[src/rtl/core/sqsm_pkg.sv]
// Shared types and constants of the shift queue with sum and mean.
package sqsm_pkg;

  // Default queue depth
  localparam int DEPTH_DEF = 8;

  // Fixed field widths
  localparam int VALUE_W  = 32;
  localparam int COUNT_W  = 4;
  localparam int TOTAL_W  = 35;
  localparam int STATUS_W = 2;

  // Quotient bits resolved by the divider in one cycle
  localparam int DIV_STEP_BITS = 4;

  typedef enum logic [1:0] {
    ACT_ENQ = 2'd0,
    ACT_DEQ = 2'd1,
    ACT_CLR = 2'd2,
    ACT_QRY = 2'd3
  } action_t;

  typedef enum logic [STATUS_W-1:0] {
    ST_DONE  = 2'd0,
    ST_FULL  = 2'd1,
    ST_EMPTY = 2'd2
  } status_t;

  // Per-cell control: load the new word, or take the neighbor's word
  typedef struct packed {
    logic load;
    logic shift;
  } cell_ctl_t;

endpackage

[src/rtl/core/sqsm_if.sv]
// Valid/ready channel interfaces for queue commands and queue results.
interface sqsm_item_if;
  logic                                 valid;
  logic                                 ready;
  sqsm_pkg::action_t                    action;
  logic signed [sqsm_pkg::VALUE_W-1:0]  value;

  modport source (output valid, output action, output value, input ready);
  modport sink   (input valid, input action, input value, output ready);
endinterface

interface sqsm_result_if;
  logic                                 valid;
  logic                                 ready;
  sqsm_pkg::status_t                    status;
  logic signed [sqsm_pkg::VALUE_W-1:0]  removed_value;
  logic [sqsm_pkg::COUNT_W-1:0]         entry_count;
  logic signed [sqsm_pkg::TOTAL_W-1:0]  total;
  logic signed [sqsm_pkg::VALUE_W-1:0]  mean;

  modport source (output valid, output status, output removed_value, output entry_count,
                  output total, output mean, input ready);
  modport sink   (input valid, input status, input removed_value, input entry_count,
                  input total, input mean, output ready);
endinterface

[src/rtl/core/sqsm_cell.sv]
// One queue cell: holds a word, loads a new one or takes its neighbor's.
module sqsm_cell (
  input  logic                                clk,
  input  sqsm_pkg::cell_ctl_t                 ctl,
  input  logic signed [sqsm_pkg::VALUE_W-1:0] value,
  input  logic signed [sqsm_pkg::VALUE_W-1:0] nbr,
  output logic signed [sqsm_pkg::VALUE_W-1:0] data
);

  // Load on enqueue, advance on dequeue, otherwise hold
  always_ff @(posedge clk) begin
    if (ctl.load) begin
      data <= value;
    end else if (ctl.shift) begin
      data <= nbr;
    end
  end

endmodule

[src/rtl/core/sqsm_div.sv]
// Iterative signed-by-unsigned divider, several quotient bits per cycle.
module sqsm_div #(
  parameter int DW = sqsm_pkg::TOTAL_W,
  parameter int VW = sqsm_pkg::COUNT_W
) (
  input  logic                                clk,
  input  logic                                rst,
  input  logic                                start,
  input  logic signed [DW-1:0]                dividend,
  input  logic [VW-1:0]                       divisor,
  output logic                                done,
  output logic signed [sqsm_pkg::VALUE_W-1:0] quotient
);

  localparam int RB    = sqsm_pkg::DIV_STEP_BITS;
  localparam int NSTEP = (DW + RB - 1) / RB;
  localparam int PW    = NSTEP * RB;
  localparam int CNTW  = (NSTEP > 1) ? $clog2(NSTEP) : 1;

  logic [VW-1:0]   rem;
  logic [VW-1:0]   dv;
  logic [PW-1:0]   dq;
  logic            neg;
  logic            busy;
  logic [CNTW-1:0] cnt;

  logic [DW-1:0]   mag;
  logic [VW:0]     trial;
  logic [VW-1:0]   rem_next;
  logic [PW-1:0]   dq_next;
  logic [sqsm_pkg::VALUE_W-1:0] qmag;

  // Magnitude of the dividend
  assign mag = dividend[DW-1] ? (~dividend + DW'(1)) : dividend;

  // Resolve RB quotient bits: shift in a dividend bit, compare, subtract
  always_comb begin
    rem_next = rem;
    dq_next  = dq;
    trial    = '0;
    for (int k = 0; k < RB; k++) begin
      trial   = {rem_next, dq_next[PW-1]};
      dq_next = {dq_next[PW-2:0], 1'b0};
      if (trial >= {1'b0, dv}) begin
        trial      = trial - {1'b0, dv};
        dq_next[0] = 1'b1;
      end
      rem_next = trial[VW-1:0];
    end
  end

  // Sequence the steps
  always_ff @(posedge clk) begin
    if (rst) begin
      busy <= 1'b0;
      done <= 1'b0;
      cnt  <= '0;
    end else if (start) begin
      busy <= 1'b1;
      done <= 1'b0;
      cnt  <= '0;
    end else if (busy) begin
      cnt <= cnt + CNTW'(1);
      if (cnt == CNTW'(NSTEP - 1)) begin
        busy <= 1'b0;
        done <= 1'b1;
      end
    end
  end

  // Datapath registers
  always_ff @(posedge clk) begin
    if (start) begin
      dq  <= PW'(mag);
      rem <= '0;
      dv  <= divisor;
      neg <= dividend[DW-1];
    end else if (busy) begin
      dq  <= dq_next;
      rem <= rem_next;
    end
  end

  // Apply the sign; truncation toward zero follows from dividing magnitudes
  assign qmag     = dq[sqsm_pkg::VALUE_W-1:0];
  assign quotient = neg ? -qmag : qmag;

endmodule

[src/rtl/core/shift_queue_with_sum_mean.sv]
// Shift queue top level: front-aligned word queue with running sum and mean.
//
// A front-aligned queue of up to DEPTH signed 32-bit words. Each command
// (enqueue, dequeue, clear, query) on the item channel yields exactly one
// result: status, the word taken by a dequeue, the entry count, the sum of
// the stored words and their mean truncated toward zero (zero when empty).
// One command is in work at a time. When the queue is not empty after a
// command, the result waits for the mean of the running sum, which is
// SW = max(35, 33 + clog2(DEPTH)) bits wide, from an iterative divider
// that resolves four quotient bits per cycle; when it is empty, the
// divider is not started. Queue update, count and sum finish in the cycle
// of the transfer. A ready result waits in an output register, and the
// next command may be taken while it waits.
module shift_queue_with_sum_mean #(
  parameter int DEPTH = sqsm_pkg::DEPTH_DEF
) (
  input  logic                 clk,
  input  logic                 rst,
  sqsm_item_if.sink            item,
  sqsm_result_if.source        result
);

  localparam int CW = $clog2(DEPTH + 1);
  localparam int SW = (33 + $clog2(DEPTH) > sqsm_pkg::TOTAL_W) ?
                      33 + $clog2(DEPTH) : sqsm_pkg::TOTAL_W;

  typedef enum logic {
    S_IDLE,
    S_DIV
  } state_t;

  state_t                              state;
  logic [CW-1:0]                       count;
  logic signed [SW-1:0]                sum;
  sqsm_pkg::status_t                   status_hold;
  logic signed [sqsm_pkg::VALUE_W-1:0] removed_hold;

  logic                                res_valid;
  sqsm_pkg::status_t                   res_status;
  logic signed [sqsm_pkg::VALUE_W-1:0] res_removed;
  logic [sqsm_pkg::COUNT_W-1:0]        res_count;
  logic signed [sqsm_pkg::TOTAL_W-1:0] res_total;
  logic signed [sqsm_pkg::VALUE_W-1:0] res_mean;

  logic                                accept;
  logic                                full;
  logic                                empty;
  logic                                do_load;
  logic                                do_shift;
  logic [CW-1:0]                       count_next;
  logic signed [SW-1:0]                sum_next;
  sqsm_pkg::status_t                   status_c;
  logic signed [sqsm_pkg::VALUE_W-1:0] removed_c;
  logic                                div_start;
  logic                                div_done;
  logic signed [sqsm_pkg::VALUE_W-1:0] div_quot;
  logic                                slot_free;
  logic                                finish;

  logic signed [sqsm_pkg::VALUE_W-1:0] cell_q [DEPTH];
  sqsm_pkg::cell_ctl_t                 cell_ctl [DEPTH];

  assign accept     = item.valid && item.ready;
  assign item.ready = (state == S_IDLE);
  assign full       = (count == CW'(DEPTH));
  assign empty      = (count == '0);

  // Decode the command against the current fill level
  always_comb begin
    do_load    = 1'b0;
    do_shift   = 1'b0;
    count_next = count;
    sum_next   = sum;
    status_c   = sqsm_pkg::ST_DONE;
    removed_c  = '0;
    unique case (item.action)
      sqsm_pkg::ACT_ENQ: begin
        if (full) begin
          status_c = sqsm_pkg::ST_FULL;
        end else begin
          do_load    = 1'b1;
          count_next = count + CW'(1);
          sum_next   = sum + SW'(item.value);
        end
      end
      sqsm_pkg::ACT_DEQ: begin
        if (empty) begin
          status_c = sqsm_pkg::ST_EMPTY;
        end else begin
          do_shift   = 1'b1;
          removed_c  = cell_q[0];
          count_next = count - CW'(1);
          sum_next   = sum - SW'(cell_q[0]);
        end
      end
      sqsm_pkg::ACT_CLR: begin
        count_next = '0;
        sum_next   = '0;
      end
      sqsm_pkg::ACT_QRY: begin
      end
      default: begin
      end
    endcase
  end

  // Row of cells; each one but the last takes the word of the cell behind it on a dequeue
  for (genvar i = 0; i < DEPTH; i++) begin : g_cell
    logic signed [sqsm_pkg::VALUE_W-1:0] nbr;

    if (i == DEPTH - 1) begin : g_last
      assign nbr = cell_q[i];
    end else begin : g_mid
      assign nbr = cell_q[i + 1];
    end

    assign cell_ctl[i].load  = accept && do_load && (count == CW'(i));
    assign cell_ctl[i].shift = accept && do_shift;

    sqsm_cell u_cell (
      .clk   (clk),
      .ctl   (cell_ctl[i]),
      .value (item.value),
      .nbr   (nbr),
      .data  (cell_q[i])
    );
  end

  // Mean of the updated queue
  assign div_start = accept && (count_next != '0);

  sqsm_div #(
    .DW (SW),
    .VW (CW)
  ) u_div (
    .clk      (clk),
    .rst      (rst),
    .start    (div_start),
    .dividend (sum_next),
    .divisor  (count_next),
    .done     (div_done),
    .quotient (div_quot)
  );

  assign slot_free = !res_valid || result.ready;
  assign finish    = (state == S_DIV) && (empty || div_done) && slot_free;

  // Queue state, sequencing and result register
  always_ff @(posedge clk) begin
    if (rst) begin
      state     <= S_IDLE;
      count     <= '0;
      sum       <= '0;
      res_valid <= 1'b0;
    end else begin
      unique case (state)
        S_IDLE: begin
          if (accept) begin
            count        <= count_next;
            sum          <= sum_next;
            status_hold  <= status_c;
            removed_hold <= removed_c;
            state        <= S_DIV;
          end
        end
        S_DIV: begin
          if (finish) begin
            state <= S_IDLE;
          end
        end
        default: state <= S_IDLE;
      endcase

      // Hand the result over once the output slot is free
      if (finish) begin
        res_valid   <= 1'b1;
        res_status  <= status_hold;
        res_removed <= removed_hold;
        res_count   <= sqsm_pkg::COUNT_W'(count);
        res_total   <= sqsm_pkg::TOTAL_W'(sum);
        res_mean    <= empty ? '0 : div_quot;
      end else if (result.ready) begin
        res_valid <= 1'b0;
      end
    end
  end

  assign result.valid         = res_valid;
  assign result.status        = res_status;
  assign result.removed_value = res_removed;
  assign result.entry_count   = res_count;
  assign result.total         = res_total;
  assign result.mean          = res_mean;

endmodule

[src/flat_wrapper.sv]
// flat-port wrapper written by rule: the top's interface ports become plain ports
module shift_queue_with_sum_mean_flat 
#(
  parameter int DEPTH = sqsm_pkg::DEPTH_DEF
)
  (clk, rst, item_valid, item_action, item_value, item_ready, result_valid, result_status, result_removed_value, result_entry_count, result_total, result_mean, result_ready);
  sqsm_item_if item_i ();
  sqsm_result_if result_i ();
  input  logic clk;
  input  logic rst;
  input wire logic [$bits(item_i.valid)-1:0] item_valid;
  input wire logic [$bits(item_i.action)-1:0] item_action;
  input wire logic [$bits(item_i.value)-1:0] item_value;
  output wire logic [$bits(item_i.ready)-1:0] item_ready;
  output wire logic [$bits(result_i.valid)-1:0] result_valid;
  output wire logic [$bits(result_i.status)-1:0] result_status;
  output wire logic [$bits(result_i.removed_value)-1:0] result_removed_value;
  output wire logic [$bits(result_i.entry_count)-1:0] result_entry_count;
  output wire logic [$bits(result_i.total)-1:0] result_total;
  output wire logic [$bits(result_i.mean)-1:0] result_mean;
  input wire logic [$bits(result_i.ready)-1:0] result_ready;
  assign item_i.valid = item_valid;
  assign item_i.action = item_action;
  assign item_i.value = item_value;
  assign item_ready = item_i.ready;
  assign result_valid = result_i.valid;
  assign result_status = result_i.status;
  assign result_removed_value = result_i.removed_value;
  assign result_entry_count = result_i.entry_count;
  assign result_total = result_i.total;
  assign result_mean = result_i.mean;
  assign result_i.ready = result_ready;
  shift_queue_with_sum_mean #(.DEPTH(DEPTH)) u_core (.clk(clk), .rst(rst), .item(item_i), .result(result_i));
endmodule
[config.mk]
export PLATFORM = sky130hd
export DESIGN_NAME = shift_queue_with_sum_mean_flat
export DESIGN_NICKNAME = d
export VERILOG_FILES = /design/src/rtl/core/sqsm_pkg.sv /design/src/rtl/core/sqsm_if.sv /design/src/rtl/core/sqsm_cell.sv /design/src/rtl/core/sqsm_div.sv /design/src/rtl/core/shift_queue_with_sum_mean.sv /design/src/flat_wrapper.sv
export SDC_FILE = /design/constraint.sdc
export NUM_CORES = 1
export LEC_CHECK = 0
export ABC_AREA = 1
export BUFFER_PORTS_ARGS = -buffer_cell sky130_fd_sc_hd__buf_2
export CAP_MARGIN = 20
export CORE_MARGIN = 2
export CORE_UTILIZATION = 52
export CTS_BUF_LIST = sky130_fd_sc_hd__clkbuf_4
export DETAILED_ROUTE_END_ITERATION = 8
export PLACE_DENSITY = 0.7
export SLEW_MARGIN = 20
export SYNTH_ARGS = -nofsm -noshare
export SYNTH_HDL_FRONTEND = slang
export SYNTH_SLANG_ARGS = --single-unit
[constraint.sdc]
create_clock -name clk -period 19.65 [get_ports clk]
set_input_delay 3.93 -clock clk [delete_from_list [all_inputs] [get_ports clk]]
set_output_delay 3.93 -clock clk [all_outputs]
set_load 0.1 [all_outputs]
==> results of run 1 <==
[flip-flops by register name, summed over array words and instances (netlist names), 32 cells and up]
register                     cells
u_core.result.mean              32
u_core.sum                      36
u_core.u_div.dq                 36
u_core.removed_hold             32
u_core.result.total             35
u_core.g_cell.u_cell.data      256
u_core.result.removed_value     32
[logic make-up after synthesis]
logic type / Yosys count
compound gates: 548
simple gates: 1521
xor+xnor: 14
fa+ha+maj: 100
buf+inv: 510
flops: 488
[metrics by stage]
step	worst slack [ns]	cell area [sq um]	std cells	hold slack (ns)
after global placement	11.25	28300	3929	0.402
after global routing	12.17	30000	4166	0.416
after detailed placement	11.47	28300	3929	0.405
after floorplan	10.54	26900	3181	0.400
after CTS	12.53	30000	4163	0.408
final	12.41	30000	4166	0.408
[area by class of cell]
type / count / area share, %
multi-input cells: 2183 / 36.2
flip-flops and latches: 488 / 47.0
well taps: 680 / 2.83
inverters: 415 / 5.21
clock inverters: 36 / 0.920
diodes: 3 / 0.0250
repair buffers: 163 / 2.87
clock buffers: 198 / 4.95
[synth_stat cells, types with 4 or more instances]
| library cell | count | area (sq um) |
|---|---|---|
| nand4_1 | 20 | 125 |
| nor2_4 | 13 | 146 |
| clkbuf_1 | 73 | 274 |
| buf_4 | 4 | 30.0 |
| inv_2 | 8 | 30.0 |
| ha_1 | 94 | 1180 |
| a211oi_1 | 5 | 37.5 |
| and3_1 | 6 | 37.5 |
| o21bai_1 | 6 | 45.0 |
| dfxtp_1 | 52 | 1040 |
| xor2_1 | 7 | 61.3 |
| o21ai_1 | 20 | 100 |
| nor3_1 | 42 | 210 |
| nor4_1 | 4 | 25.0 |
| nand2_1 | 916 | 3440 |
| nand3_1 | 212 | 1060 |
| nand2_2 | 11 | 68.8 |
| xnor2_1 | 7 | 61.3 |
| or2_2 | 9 | 56.3 |
| fa_1 | 6 | 120 |
| nor2_2 | 9 | 56.3 |
| buf_2 | 9 | 45.0 |
| nand3_2 | 10 | 100 |
| o21ai_0 | 357 | 1790 |
| a21oi_1 | 135 | 676 |
| o211ai_1 | 5 | 37.5 |
| nor2_1 | 232 | 871 |
| inv_1 | 403 | 1510 |
| edfxtp_1 | 436 | 13100 |
| buf_6 | 8 | 90.1 |
| a31oi_1 | 4 | 25.0 |
| nand3b_1 | 25 | 188 |
[power by group]
part           leakage, nW  switching (mW)  total, mW  internal (mW)
Clock                 1.04           0.445      0.960          0.516
Combinational         8.18           0.670      0.965          0.295
Sequential            4.44          0.0697       1.29           1.22
Total                 13.7            1.18       3.22           2.03
[how the worst min path moves through the flow]
stage / from / to / slack [ns]
2_1_floorplan: u_core.removed_hold[0] / u_core.result.removed_value[0] / 0.40
3_3_place_gp: u_core.removed_hold[9] / u_core.result.removed_value[9] / 0.40
3_5_place_dp: u_core.removed_hold[18] / u_core.result.removed_value[18] / 0.40
4_1_cts: u_core.removed_hold[22] / u_core.result.removed_value[22] / 0.41
5_1_grt: u_core.removed_hold[26] / u_core.result.removed_value[26] / 0.42
6_report: u_core.removed_hold[22] / u_core.result.removed_value[22] / 0.41
[metal layers]
layer  global-route usage [%]  share of wire (%)  vias to the layer above
li1                         -                  -                    11100
met1                     42.9                 44                    10800
met2                     48.7                 45                      933
met3                     5.95                7.1                      142
met4                     12.3                3.3                        0
met5                        0                  0                        -
==> reports/metrics.yaml, run 1 <==
outcome: "complete, no violations"
hold_path_class: "register to register"
n_fill_cell: 4678
syn_inst: 3181
portBuffers: 144
cts_hold_buf: 0
drc: 0
worst_clock_skew_ns: 0.0769
clk_path_buf_depth: 3
slowest_stage: "nor2_4"
worst_pin_slew_ns: 1.06
fin_crit_sh_pct: 36.8
ys_ff_latch: 488
num_vias: 23000
drive_gt1_share_pct: 13.4
final_cell_mix: "915 x nand2_1, 436 x edfxtp_1, 401 x inv_1"
rr_endpoint: "u_core.u_div.dq[0]"
ys_warn_count: 0
antenna_found_initial: 2
grt_pass1_wl_um: 126000
synthFlopType: "edfxtp_1"
crit_fanout: 58
ant_nets: 0
die_w_um: 232
initial_core_util_pct: 52.5
crit_family: "simple AND/OR/NAND/NOR gates"
finish.utilization_pct: 58.6
slew_headroom_pct: 28.9
dieArea_sq_mm: 0.0537
areaGrowthSynthToFinish_pct: 11.5
ctsHtreeMaxLevel: 4
holdPathStages: 0
syn_area_per_cell_sq_um: 8.47
multi_input_area_sq_mm: 0.0109
cts_tree: "yes"
path_cells: "buf_2 > nor2_2 > inv_2 > nor2_4 > inv_2 > a31oi_2 > inv_1 > nand4_1 > nand2_2 > inv_4 > nor2_2 > inv_1 > buf_4"
startpoint: "item_action[1]"
seq_area_sq_mm: 0.0141
setup_tns_ns: 0
maxCapViolations: 0
cts_root_buffer: "clkbuf_4"
max_stage_delay_ns: 0.82
r2r_slack_ns: 12.98
cp.buffers_inverters: 7
power_mw: 3.22
fmax_mhz: 138
final_max_slew_viol_count: 0
synthSimpleGateAreaFrac_pct: 24.3
power_leakage_nw: 13.7
synthMuxAreaShare_pct: 0
postCtsResizedCells: 0
placementRows: 83
grt_pass1_vias: 22000
synth_xor_area_share_pct: 0.455
synth-edff-count: 436
synth_compound_area_share_pct: 10.6
overflow: 0
criticalPathCategory: "primary input to register"
required_ns: 20.22
synthArstFlopShare_pct: 0
arrival_ns: 7.81
yosysSeqAreaShare_pct: 52.5
start_kind: "primary input"
crit_path_end: "u_core.u_div.dq[26]"
final_common_cell: "nand2_1"
viasPerCell: 5.53
cts_made_buffers: 132
cp.depth: 13
cts.sinks: 488
endpoint_kind: "register"
worstReg2RegStart: "u_core.u_div.dv[1]"
finalCriticalPeriod_ns: 7.24
routedWlPerCell_um: 19.7
syn_area_sq_mm: 0.0269
synthAdderAreaFrac_pct: 4.81
setup_viol: 0
gp_congestion: 0.943
track_usage_pct: 31.1
synthDistinctLibCells: 52
syn-num-nets: 3319
routed_wl_um: 82200
power-per-cell-area_mw_per_mm2: 107
first_iter_violations: 2080
grt_max_degree: 66
die_h_um: 232
io_pins: 145
clock_latency_ns: 1.01
cts_setup_buffers: 0
drt_first_pass_iters: 6
synth_top_family_by_area: "simple AND/OR/NAND/NOR gates"
vdd_ir_drop_max_v: 0.0000851
hold_violations: 0
fin_nets: 3521
hpwlAfterDp_um: 59500
rsz0062_at_grt: "no"
clkTransAtPathRegs_ns: 0.06
coreArea_sq_mm: 0.0513
worstRegToRegCells: 33
Note: power is estimated with default switching activity, not from simulation.
==> inputs of run 2 (changes only) <==
ABC_AREA = 0   (was 1)
PLACE_DENSITY = 0.72   (was 0.7)
clock period = 6.2 ns   (was 19.65 ns; I/O delays follow)
==> reports/metrics.yaml, run 2 <==
synth_top_family_by_area: "compound AO/OA/AOI/OAI gates"
coreArea_sq_mm: 0.0488
maxCapViolations: 0
top_regs: "u_core.g_cell.u_cell.data x256, u_core.sum x36, u_core.u_div.dq x36"
syn_area_sq_mm: 0.0257
power_leakage_nw: 11.1
track_usage_pct: 26.4
largest_register_ffs: 256
yosys.area.top_type: "edfxtp_1"
outcome: "complete, no violations"
start_kind: "register"
cts_root_buffer: "clkbuf_4"
synth_common_cells: "436 x edfxtp_1, 227 x mux2_2, 216 x nor2_1, 148 x nand2_1, 116 x a21oi_1"
initial_core_util_pct: 52.7
finalInstanceArea_sq_mm: 0.0292
synthArstFlopShare_pct: 0
fin_crit_sh_pct: 91.8
clock_latency_ns: 0.92
r2r_slack_ns: 0.51
die_w_um: 226
cts_made_buffers: 120
drive_gt1_share_pct: 27.0
hold_path_class: "register to register"
viasPerCell: 5.90
power.switching_mw: 3.45
io_pins: 145
ys_warn_count: 0
holdPathStages: 0
first_iter_violations: 1636
routedWlPerCell_um: 21.1
fin_ws_ns: 0.511
hpwlAfterDp_um: 48700
pre_cts_ws_ns: 0.441
die_h_um: 226
crit_family: "compound AO/OA/AOI/OAI gates"
syn_area_per_cell_sq_um: 11.8
required_ns: 6.94
worstRegToRegCells: 28
portBuffers: 144
grt_pass1_vias: 18300
ys_ff_latch: 488
synthTopCellsByArea: "edfxtp_1 51%, mux2_2 9.9%, ha_1 4.6%"
yosysSeqAreaShare_pct: 54.9
final_cell_mix: "436 x edfxtp_1, 227 x mux2_2, 213 x nor2_1"
hold_violations: 0
synthFlopType: "edfxtp_1"
setup_viol: 0
grt_pass1_wl_um: 104000
switching_share_pct: 34.1
p_int_mw: 6.67
ant_nets: 0
setup_tns_ns: 0
synthAdderAreaFrac_pct: 5.04
drt_first_pass_iters: 7
p_seq_share_pct: 40.2
slowest_stage: "edfxtp_1"
crit_fanout: 6
synth-edff-count: 436
synth_most_common_cell: "edfxtp_1"
synthSimpleGateAreaFrac_pct: 11.3
p_comb_share_pct: 32.1
cp.depth: 28
rsz0062_at_grt: "no"
slew_headroom_pct: 20.1
top_register: "u_core.g_cell.u_cell.data"
synth_compound_area_share_pct: 12.0
grt_max_degree: 73
synthDistinctLibCells: 90
power-per-cell-area_mw_per_mm2: 347
vdd_ir_drop_max_v: 0.000238
worst_pin_slew_ns: 1.19
arrival_ns: 6.43
cts_setup_buffers: 0
cp.buffers_inverters: 2
max_stage_delay_ns: 0.39
routed_wl_um: 67300
clk_path_buf_depth: 3
gp_congestion: 0.924
postCtsResizedCells: 0
synthMuxAreaShare_pct: 10.9
dieArea_sq_mm: 0.0513
finish.utilization_pct: 59.7
criticalPathCategory: "register to register"
syn-num-nets: 2313
num_vias: 18800
synth_top_area_share_pct: 50.9
worst_clock_skew_ns: 0.0824
antenna_found_initial: 2
path_common_cell: "ha_1"
final_max_slew_viol_count: 0
areaGrowthSynthToFinish_pct: 13.4
finalCriticalPeriod_ns: 5.69
cts.sinks: 488
ctsHtreeMaxLevel: 3
placementRows: 81
fin_nets: 2555
clkPwrFrac_pct: 27.7
syn_inst: 2175
drc: 0
cts_hold_buf: 0
final_common_cell: "edfxtp_1"
clkTransAtPathRegs_ns: 0.06
fmax_mhz: 176
cts_tree: "yes"
overflow: 0
synth_xor_area_share_pct: 3.23
placed_cell_area_sq_mm: 0.0275
endpoint_kind: "register"
## run 2: routing by layer
layer  up-vias  GRT usage (%)  wire [um]
met5         -              0          0
met4         0           9.49       1750
met3       112           4.46       4250
met2       689           43.6      32200
met1      9166           35.2      29100
li1       8834              -          -
## run 2: final timing paths
kind | start | end
setup / recovery | u_core.u_div.dv[1] | u_core.u_div.rem[2]
hold / removal | u_core.removed_hold[29] | u_core.result.removed_value[29]
setup reg to reg | u_core.u_div.dv[1] | u_core.u_div.rem[2]
hold reg to reg | u_core.removed_hold[29] | u_core.result.removed_value[29]
## run 2: area by class of cell
class	instances	area [sq um]
diodes	2	5.00
well taps	664	831
repair buffers	217	1310
clock inverters	53	332
inverters	73	274
multi-input cells	1517	11000
fillers	4043	19700
clock buffers	175	1310
flip-flops and latches	488	14100
## run 2: power by group through the flow
stage / clock network (mW) / logic, mW / registers, mW
6_report: 2.80 / 3.24 / 4.07
5_1_grt: 3.03 / 3.58 / 4.09
4_1_cts: 2.88 / 3.21 / 4.07
3_5_place_dp: 0 / 3.19 / 4.14
3_3_place_gp: 0 / 3.20 / 4.13
2_1_floorplan: 0 / 2.02 / 4.23
## run 2: worst register-to-register path, delay by kind of cell, from the launching register on
kind                       cells  cell delay, ns
AOI/OAI and AO/OA             11            1.72
adders and majority gates      4            1.15
buffers and inverters          2            0.26
DFF                            1            0.39
muxes                          4            0.94
and+or+nand+nor                7            1.04
## run 2: per-stage QoR
step	cells	hold WS, ns	power (mW)
after floorplan	2175	0.400	6.25
after global placement	2959	0.403	7.33
after detailed placement	2959	0.405	7.32
after CTS	3187	0.420	10.2
after global routing	3189	0.431	10.7
final	3189	0.420	10.1
## run 2: cells by family (layout without fill, tap and decap cells)
kind of cell    Yosys count  after routing
compound gates          462            462
fa+ha+maj               100            100
flops                   488            488
buf+inv                 170            518
mux                     251            251
xor+xnor                 95             95
other cells               0              2
simple gates            609            609
